`src/sv/kwm_pkg.sv`:
```
// Shared types and codes for the k-way sorted merge block.
`timescale 1ns / 1ps
`default_nettype none
package kwm_pkg;

  typedef enum logic [1:0] {
    MODE_APPEND = 2'd0,
    MODE_PULL   = 2'd1,
    MODE_CLEAR  = 2'd2,
    MODE_NONE   = 2'd3
  } mode_t;

  localparam logic [1:0] STATUS_OK    = 2'd0;
  localparam logic [1:0] STATUS_FULL  = 2'd1;
  localparam logic [1:0] STATUS_EMPTY = 2'd2;

  typedef enum logic [1:0] {
    ST_IDLE,
    ST_SCAN,
    ST_DRAIN,
    ST_POP
  } state_t;

  // Commands from the controller to the datapath.
  typedef struct packed {
    logic append;
    logic clear;
    logic nop;
    logic pull_start;
    logic scan;
    logic pop;
  } cmd_t;

  // Status from the datapath back to the controller.
  typedef struct packed {
    logic scan_last;
  } stat_t;

endpackage
`default_nettype wire

```
`src/sv/kwm_ctrl.sv`:
```
// Controller state machine for the k-way sorted merge block.
`timescale 1ns / 1ps
`default_nettype none
module kwm_ctrl (
  input  wire logic          clk,
  input  wire logic          rst,
  input  wire logic          start,
  input  wire logic [1:0]    mode,
  input  wire kwm_pkg::stat_t stat,
  output kwm_pkg::cmd_t      cmd,
  output logic               busy
);
  import kwm_pkg::*;

  state_t state;
  state_t state_next;
  logic   accept;

  assign accept = start && (state == ST_IDLE);

  always_ff @(posedge clk) begin
    if (rst) begin
      state <= ST_IDLE;
    end else begin
      state <= state_next;
    end
  end

  always_comb begin
    state_next = state;
    unique case (state)
      ST_IDLE: begin
        if (accept && (mode_t'(mode) == MODE_PULL)) begin
          state_next = ST_SCAN;
        end
      end
      ST_SCAN: begin
        if (stat.scan_last) begin
          state_next = ST_DRAIN;
        end
      end
      ST_DRAIN: begin
        state_next = ST_POP;
      end
      ST_POP: begin
        state_next = ST_IDLE;
      end
    endcase
  end

  always_comb begin
    cmd  = '0;
    busy = (state != ST_IDLE);
    unique case (state)
      ST_IDLE: begin
        if (accept) begin
          unique case (mode_t'(mode))
            MODE_APPEND: cmd.append     = 1'b1;
            MODE_PULL:   cmd.pull_start = 1'b1;
            MODE_CLEAR:  cmd.clear      = 1'b1;
            MODE_NONE:   cmd.nop        = 1'b1;
          endcase
        end
      end
      ST_SCAN:  cmd.scan = 1'b1;
      ST_DRAIN: ;
      ST_POP:   cmd.pop  = 1'b1;
    endcase
  end

endmodule
`default_nettype wire

```
`config.mk`:
```
export PLATFORM = sky130hd
export DESIGN_NAME = kwm_ctrl
export DESIGN_NICKNAME = d
export VERILOG_FILES = /design/src/sv/kwm_pkg.sv /design/src/sv/kwm_ctrl.sv
export SDC_FILE = /design/constraint.sdc
export NUM_CORES = 1
export LEC_CHECK = 0
export BUFFER_PORTS_ARGS = -buffer_cell sky130_fd_sc_hd__buf_2
export CAP_MARGIN = 10
export CORE_AREA = 8 8 45 47
export DETAILED_ROUTE_END_ITERATION = 12
export DIE_AREA = 0 0 53 55
export PLACE_DENSITY_LB_ADDON = 0.3
export SLEW_MARGIN = 20
export SYNTH_ARGS = -nofsm -noshare
export SYNTH_HDL_FRONTEND = slang
export SYNTH_SLANG_ARGS = --single-unit
```
`constraint.sdc`:
```
create_clock -name clk -period 1.4 [get_ports clk]
set_input_delay 0.14 -clock clk [delete_from_list [all_inputs] [get_ports clk]]
set_output_delay 0.14 -clock clk [all_outputs]
set_load 0.005 [all_outputs]
```
Word level (Yosys, flattened, before mapping) --
Cells that the tools add are included.
Storage, ports and cells: logic and storage cells 26, bits of input ports 6, output and inout port bits 7, register bits 2
Operators by class: multiplexer cells 11, reductions and logical operators 6, eq/ne operators 8
Operators by type and width (number):
- $eq 2x2->1 const B | 4
- $mux 4 | 2
- $pmux 2 s4 | 1
- $mux 1 | 6
- $eq 2x1->1 const B | 2
- $logic_not 2->1 | 2
- $mux 2 | 2
- $logic_and 1x1->1 | 2
- $ne 2x1->1 const B | 1
- $ne 2x2->1 const B | 1
- $reduce_and 2->1 | 1
- $reduce_bool 2->1 | 1

Depth between registers and ports, before layout --
Gate-level depths: netlist of the first run.
depth after elaboration 5, mapped depth 5, depth with buffers taken out 5

Worst setup path after synthesis of the first run --
Ideal clock, no wire load.
kind register to register, start reg state[1], end reg state[0], required time 1284 ps, data arrival time 1137 ps, stages on the path, launching flop included 6, library setup time 116 ps, buffers on the path 0, clock period less this slack 1254 ps, setup slack 146 ps, cell sequence dfxtp_1 > inv_1 > ha_1 > nor2b_4 > or3_1 > o211a_1
Between the ends: longest elaborated chain between the ends 5, elaborated cells between the ends (all ways) 10, those cells by class eq/ne (5); mux (1); reduce/logical (4)
Ends and longest elaborated chain:
- start: declaration | RTL line kwm_ctrl.sv:15 | state_t state;
- start signal: assignment | RTL line kwm_ctrl.sv:25 | state <= state_next;
- $logic_not 2->1 | RTL line kwm_ctrl.sv:19, kwm_ctrl.sv:31
- $logic_and 1x1->1 | RTL line kwm_ctrl.sv:19 | assign accept = start && (state == ST_IDLE);
- $logic_and 1x1->1 | RTL line kwm_ctrl.sv:33 | if (accept && (mode_t'(mode) == MODE_PULL)) begin
- $ne 2x1->1 (no line)
- $reduce_and 2->1 (no line)
Several ways; a longest one is shown, not always the timed one. A chain may end at the register's enable or synchronous reset.

==> results of run 1 <==
-- metrics by stage --
step | util | power [mW] | hold WS (ns) | std cells | setup WS (ns)
6_report | 0.2396 | 0.4643 | 0.1964 | 56 | 0.08914
5_1_grt | 0.2396 | 0.5118 | 0.2006 | 56 | 0.01836
4_1_cts | 0.2351 | 0.4683 | 0.2064 | 56 | 0.01356
3_5_place_dp | 0.2080 | 0.3049 | 0.4413 | 53 | 0.05076
3_3_place_gp | 0.2080 | 0.3023 | 0.4231 | 53 | 0.05313
2_1_floorplan | - | 0.2224 | 0.3130 | 24 | 0.1463
-- timing repair --
item                       4_1_cts  5_1_grt
hold buffers                     0        0
setup endpoints to repair        4        3
pin swaps                        1        0
resized for setup                3        4
-- cell type report --
type / count / area [um^2]
multi-input combinational: 18 / 165.2
timing repair buffer: 13 / 67.56
inverter: 4 / 15.01
sequential: 2 / 41.29
tap: 16 / 20.02
fill: 161 / 1052
clock buffer: 3 / 22.52
-- synthesized netlist by cell type --
master	n
ha_1	4
inv_1	4
nand2_1	4
dfxtp_1	2
nor3b_1	2
a21oi_2	1
mux2i_1	1
nand3b_1	1
nor2_1	1
nor2b_4	1
nor3_1	1
o211a_1	1
or3_1	1
-- kinds of logic after synthesis --
family,Yosys count,share of synthesized area
DFF,2,0.2000
adders and majority gates,4,0.2500
buffers and inverters,4,0.07498
and+or+nand+nor,11,0.3312
muxes,1,0.05000
AOI/OAI and AO/OA,2,0.09376
-- metal layers --
layer  track usage  vias up
met1       0.03625       88
met4       0.05172        0
li1              -      112
met5             0        -
met3       0.03209        2
met2       0.06445        5
-- worst min-delay path, delay by kind of cell --
family                 cells  cell delay, ns
buffers and inverters      2            0.13
AOI/OAI and AO/OA          1            0.11
-- where the power goes --
part	switching [mW]	total, mW	internal [mW]
Sequential	0.0162	0.0927	0.0765
Combinational	0.115	0.247	0.132
Clock	0.0304	0.125	0.0944
Total	0.162	0.464	0.302
-- how the worst max path moves through the flow --
| stage | start | end | slack (ns) | depth (start not counted) |
|---|---|---|---|---|
| after floorplan | state[1] | state[0] | 0.15 | 5 |
| after global placement | state[0] | state[0] | 0.05 | 4 |
| after detailed placement | state[0] | state[0] | 0.05 | 4 |
| after CTS | state[0] | cmd[4] | 0.01 | 5 |
| after global routing | state[0] | cmd[4] | 0.02 | 5 |
| final | state[0] | cmd[4] | 0.09 | 5 |
==> impl_results.md, run 1 <==
* Final hold viol count at 0
* GRT Residual Overflow at 0
* Slew @ Worst Pin at 0.1105 ns
* Antenna Violating Nets Remaining at 0
* VDD IR-drop max at 0.0002492 V
* Critical Path Fanout Max at 4
* Core area at between 1000 and 1500 um^2
* Die X at 53 um
* Dominant cells by area after synthesis: ha_1 25%, dfxtp_1 20%, inv_1 7.5%, nand2_1 7.5%, nor3b_1 7.5%
* Avg Vias per Cell at roughly 3.7
* Area Overhead vs Synth at 65.62%
* Clock-pin slew on the worst setup and hold paths at 0.03 ns
* Status: complete, no violations
* Die Height at 55 um
* Post-Syn Area at 200.2 um^2
* Cells on worst reg2reg path at 5
* Root buffer cell: clkbuf_4
* Hold Crit Class: in2reg
* Effective utilization at floorplan at 0.1447
* Pre-Repair DR Iteration Count at 3
* Synth warn at 0
* Syn Inst Count at 24
* Clk_lat worst skew at between 0.2 and 0.25 ns
* Average cell area after synthesis at 8.341 um^2
* CP bufs+invs at 2
* Most common cell after layout, fill and taps aside: buf_2
* Htree depth at 1
* N_diodes at 0
* Final min period at 1.311 ns
* I/O pin count at 13
* Crit-path cells: inv_2, ha_4, nand2_2, nor3b_1, buf_2
* Reg with most FFs: state
* Final wirelength at roughly 530 um
* Initial DRC count at 8
* CTS tree: done
* Required @ worst endpoint at around 1.3 ns
* Critical R2R Capture: state[0]
* Row Count at 14
* Final Slew Violations at 0
* Clock Path Buffers at 2
* Seq/Total Area, Yosys at 0.2000
* First-pass GRT wire length at 862 um
* Setup Skew at 0.001620 ns
* Worst hold start: rst
* Met3 WL at 51 um
* Hold Path Depth at 3
* R2R Path Start: state[1]
* DRC at 0
* Fin nets at 52
* Met2 Wirelength at 253 um
* Worst stage delay on the critical path at 0.33 ns
* Total track usage at 0.04417
* Setup TNS Final at 0 ns
* Vias at between 200 and 250
* Endpoint class of the critical path: output port
* Routability cong. at ~0.66
* Slew margin rel. at 0.9242
* PD cells at 1400 nW/um^2
* Worst path top cell family by delay: flip-flops
* Flop-to-flop setup slack at 0.14 ns
* DIE AREA at 2915 um^2
* Vias in the first global route at 214
* Cts bufs inserted at 3
* Finish-stage setup viols at 0
* Post-DR wirelength/cell at 9.500 um
* RSZ-0062 raised after global routing: false
* PortBufs at 12
* Final instance area at 331.6 um^2
* Critical-path top delay cell: dfxtp_2
* Unique masters post-synth at 13
* Max layer used: met4
* Yosys top cell by area: ha_1
* Hold path endpoint: state[0]
* Layout cells sized above 1 at 0.6000
* Worst path arrival time at 1.17 ns
* Leak at 0.1805 nW
* Clock sinks at 2
* Fmax at 762.9 MHz
* Pin count of the biggest net entering global routing at 6
* Top cell type's share of synthesized area at 0.2500
* Biggest regs: state (2)
* Commonest cells after routing, fill and taps aside: 12 x buf_2, 3 x nand2_1, 3 x ha_1, 3 x clkbuf_4
* Antenna violations before repair at 0
* WS Path Type: reg2out
* Largest register FFs at 2
* Crit path launch type: flip-flop
* DP Area at 287.8 um^2
* Max Cap Viol at 0
* # Post-CTS Setup Buffers at 0
* Synth Net Count at 34
* Metal-1 WL at ~220 um
* Tcrit/Tclk final at 0.9363
* Count of state elements after synthesis at 2
Note: power is estimated with default switching activity, not from simulation.
==> run 2, diff against run 1 <==
Settings changed: MAX_ROUTING_LAYER set to met4, RECOVER_POWER set to 50.
==> impl_results.md, run 2 (same netlist as run 1, synthesis figures left out) <==
* Vias at just over 200
* PD cells at 1383 nW/um^2
* Antenna Violating Nets Remaining at 0
* # Post-CTS Setup Buffers at 0
* Vias in the first global route at about 210
* Area Overhead vs Synth at 61.88%
* Final Hold Slack at 0.1964 ns
* Endpoint class of the critical path: output port
* VDD IR-drop max at 0.0002491 V
* N_diodes at 0
* Routability cong. at 0.6629
* Cts bufs inserted at 3
* Final Slew Violations at 0
* Max Cap Viol at 0
* Clock Path Buffers at 2
* Required @ worst endpoint at between 1 and 1.5 ns
* Clk_lat worst skew at 0.22 ns
* Final hold viol count at 0
* Critical Path Fanout Max at 4
* Crit path launch type: flip-flop
* Die Height at between 50 and 60 um
* Pre-Repair DR Iteration Count at 3
* Row Count at 14
* Worst setup margin at 0.09668 ns
* Effective utilization at floorplan at 0.1447
* Total track usage at 0.04551
* Largest register FFs at 2
* Commonest cells after routing, fill and taps aside: 12 x buf_2, 3 x nand2_1, 3 x ha_1, 3 x clkbuf_4
* WS Path Type: reg2out
* Setup TNS Final at 0 ns
* First-pass GRT wire length at 862 um
* Reg with most FFs: state
* Pin count of the biggest net entering global routing at 6
* Antenna violations before repair at 0
* DIE AREA at approximately 2900 um^2
* Final min period at 1.303 ns
* Initial DRC count at 8
* Htree depth at 1
* GRT Residual Overflow at 0
* Fin util at 0.2342
* Post-route insts no fill at 56
* Leak at 0.1760 nW
* Slew margin rel. at 0.8616
* Fmax at 767.3 MHz
* Slew @ Worst Pin at between 0.2 and 0.25 ns
* # hold bufs at CTS at 0
* DRC at 0
* Layout cells sized above 1 at 0.5500
* Fin nets at 52
* Biggest regs: state (2)
* Clock sinks at 2
* CTS tree: done
* Worst path arrival time at 1.16 ns
* Core area at 1384 um^2
* Finish-stage setup viols at 0
* Worst slack at placement at between 0.05 and 0.06 ns
* Final instance area at 324.1 um^2
* Die X at 53 um
* DP Area at 287.8 um^2
* Clock-pin slew on the worst setup and hold paths at 0.03 ns
* RSZ-0062 raised after global routing: false
* PortBufs at 12
* Flop-to-flop setup slack at around 0.14 ns
* Setup Skew at 0.001620 ns
* Tcrit/Tclk final at 0.9309
* Most common cell after layout, fill and taps aside: buf_2
* Status: complete, no violations
* Root buffer cell: clkbuf_4
* Final wirelength at approximately 530 um
* Tot Pwr at 0.4480 mW
* I/O pin count at 13
* DP Cell Count at 53
* Hold Crit Class: in2reg
* Post-DR wirelength/cell at 9.518 um
* Avg Vias per Cell at 3.696
[run 2: cell count changes in the layout (fill, tap and decap cells not counted)]
cell,delta
buf_4,-1
a21oi_2,-1
a21oi_1,+1
clkbuf_1,+1
[run 2: worst max-delay path, stage by stage (launching register included)]
cell     delay, ns
dfxtp_2       0.33
inv_2         0.07
ha_4          0.14
nand2_2       0.07
nor3b_1       0.18
buf_2         0.14
[run 2: path summary, 6_finish.rpt]
path / endpoint / start / cells after the start
setup / recovery: cmd[4] / state[0] / 5
hold / removal: state[0] / rst / 3
setup reg to reg: state[0] / state[1] / 5
hold reg to reg: state[0] / state[0] / 1
[run 2: final cells by class]
| type | count | area [um^2] |
|---|---|---|
| Fill cell | 163 | 1060 |
| Multi-Input combinational cell | 18 | 161.4 |
| Timing Repair Buffer | 13 | 63.81 |
| Sequential cell | 2 | 41.29 |
| Clock buffer | 3 | 22.52 |
| Tap cell | 16 | 20.02 |
| Inverter | 4 | 15.01 |
[run 2: timing repair]
action	CTS	global route
endpoints found under the hold margin	0	0
pin swaps	1	0
cloned	0	0
endpoints found under the setup margin	4	3
resized for setup	3	4
[run 2: where the power goes]
group | switching, mW | internal (mW) | leakage [nW]
Sequential | 0.0162 | 0.0765 | 0.0167
Combinational | 0.111 | 0.119 | 0.145
Clock | 0.0304 | 0.0944 | 0.0138
Total | 0.158 | 0.290 | 0.176
[run 2: layer usage]
layer	global-route usage	wire length (um)
met3	0.03209	51
met5	-	0
met2	0.06445	254
met4	0.05172	8
met1	0.03625	218
==> run 3, diff against run 2 <==
Settings changed: ABC_AREA set to 1.
==> impl_results.md, run 3 <==
* Yosys top cell by area: ha_1
* Endpoint class of the critical path: output port
* N_diodes at 0
* Antenna Violating Nets Remaining at 0
* Critical Path Fanout Max at 4
* Reg with most FFs: state
* Clk pwr share at 0.182
* Largest register FFs at 2
* Cts bufs inserted at 3
* Final min period at 1.290 ns
* Multi-input combinational cell area at 168.9 um^2
* Layout cells sized above 1 at 0.5510
* Critical-path top delay cell: dfxtp_2
* Syn Inst Count at 34
* Crit-path cells: inv_1, ha_4, nand2_4, inv_2, nand2_2, inv_1, buf_2
* Avg Vias per Cell at 3.708
* Die Height at 55 um
* Post-DR wirelength/cell at 8.492 um
* Final hold viol count at 0
* WS Path Type: reg2out
* Pre-Repair DR Iteration Count at 2
* Top post-synthesis cells by count: 9 x inv_1, 4 x ha_1, 4 x nand3_1
* PD cells at 1924 nW/um^2
* DRC at 0
* Fmax at 775.3 MHz
* Cells on worst reg2reg path at 7
* Leak at 0.2178 nW
* Slew @ Worst Pin at between 0.1 and 0.15 ns
* Clk_lat worst skew at 0.22 ns
* Slew margin rel. at 0.9098
* CP bufs+invs at 4
* Total track usage at 0.04612
* Htree depth at 1
* Synth warn at 0
* DIE AREA at 2915 um^2
* Hold Path Depth at 4
* Top-count cell post-synth: inv_1
* Status: complete, no violations
* Dominant cells by area after synthesis: ha_1 22%, dfxtp_1 18%, inv_1 15%, nand3_1 9.0%, nand2_2 8.4%
* Logic pwr share at 0.638
* FFs w/ async S/R, synth at 0
* Setup TNS Final at 0 ns
* I/O pin count at 13
* VDD IR-drop max at around 0.00089 V
* Clock Path Buffers at 2
* Tcrit/Tclk final at 0.9213
* Commonest cells after routing, fill and taps aside: 12 x buf_2, 8 x inv_1, 4 x nand3_1
* Initial DRC count at 2
* Root buffer cell: clkbuf_4
* CTS tree: done
* Pin count of the biggest net entering global routing at 5
* Main flop type after synthesis: dfxtp_1
* Worst path arrival time at 1.15 ns
* GRT Residual Overflow at 0
* Fin util at 0.2568
* Seq/Total Area, Yosys at 0.1798
* PortBufs at 12
* DP Area at 302.8 um^2
* Crit path launch type: flip-flop
* Antenna violations before repair at 0
* First-pass GRT wire length at 945 um
* Row Count at 14
* Routability cong. at 0.7782
* Top cell type's share of synthesized area at 0.2247
* Vias at approximately 240
* Max Cap Viol at 0
* Count of state elements after synthesis at 2
* Fin nets at 61
* Worst path top cell family by delay: flip-flops
* Fillers at 160
* Vias in the first global route at 259
* Biggest regs: state (2)
* Setup Skew at 0.004285 ns
* Worst stage delay on the critical path at 0.33 ns
* Hold Crit Class: in2reg
* CP Depth at 7
* Finish-stage setup viols at 0
* Final Slew Violations at 0
* Internal power at 0.3851 mW
* DP HPWL at 459.6 um
* Unique masters post-synth at 12
* RSZ-0062 raised after global routing: false
* Area Overhead vs Synth at 59.55%
* Sequential Power Share at 0.181
* Most common cell after layout, fill and taps aside: buf_2
* Clock sinks at 2
* Core area at ~1400 um^2
* Final instance area at 355.3 um^2
* Effective utilization at floorplan at 0.1609
* Most frequent CP cell: inv_1
* EDFF count, synth at 0
* Post-Syn Area at ~220 um^2
* Sw Share at 0.4367
* Required @ worst endpoint at approximately 1.3 ns
* Clock-pin slew on the worst setup and hold paths at about 0.030 ns
* Final wirelength at 552 um
* FF+latch area at 42.54 um^2
* Average cell area after synthesis at 6.550 um^2
* Die X at 53 um
* # hold bufs at CTS at 0
* Synth Net Count at 44
* Psw at 0.2986 mW
run 3: layout make-up:
type / instances / share of cell area
timing repair buffer: 12 / 0.1690
clock buffer: 3 / 0.06338
sequential: 2 / 0.1197
inverter: 11 / 0.1162
multi-input combinational: 21 / 0.4754
tap: 16 / 0.05634
run 3: cells by family (layout without fill, tap and decap cells):
| group | Yosys count | count (layout) | share of synthesized area |
|---|---|---|---|
| DFF | 2 | 2 | 0.1798 |
| adders and majority gates | 4 | 4 | 0.2247 |
| buffers and inverters | 11 | 26 | 0.1854 |
| and+or+nand+nor | 16 | 16 | 0.3876 |
| AOI/OAI and AO/OA | 1 | 1 | 0.02245 |
run 3: per-stage QoR:
stage	setup WS (ns)	total power, mW	instances	hold WS (ns)
after floorplan	0.2331	0.3796	34	0.2960
after global placement	0.1429	0.4959	62	0.3952
after detailed placement	0.1383	0.4934	62	0.4024
after CTS	0.03210	0.6323	65	0.1653
after global routing	0.008938	0.7799	65	0.1937
final	0.1101	0.6836	65	0.1653
run 3: worst paths after layout:
kind,startpoint,end,slack (ns)
max,state[0],cmd[2],0.11
max reg2reg,state[1],state[0],0.21
min reg2reg,state[1],state[1],0.53
min,rst,state[1],0.17
run 3: routing by layer:
metal,share of wire,vias to the layer above,track usage
li1,-,131,-
met1,0.48,97,0.04697
met2,0.35,11,0.05859
met3,0.16,2,0.02406
met4,0.013,0,0.05172
met5,0,-,-
run 3: power by group through the flow:
| stage | clock network [mW] | logic [mW] | registers [mW] |
|---|---|---|---|
| finish | 0.124 | 0.436 | 0.124 |
| global route | 0.139 | 0.509 | 0.132 |
| CTS | 0.131 | 0.386 | 0.116 |
| detailed placement | 0 | 0.377 | 0.117 |
| global placement | 0 | 0.377 | 0.119 |
| floorplan | 0 | 0.270 | 0.110 |
run 3: worst min-delay path: stages:
cell     delay [ns]
buf_2          0.07
inv_1          0.04
nand2_1        0.06
nor2_1         0.04
run 3: what timing repair did:
item | 4_1_cts | 5_1_grt
pin swaps | 0 | 1
buffers inserted | 0 | 0
gates resized for setup | 1 | 7
endpoints found under the setup margin | 1 | 4
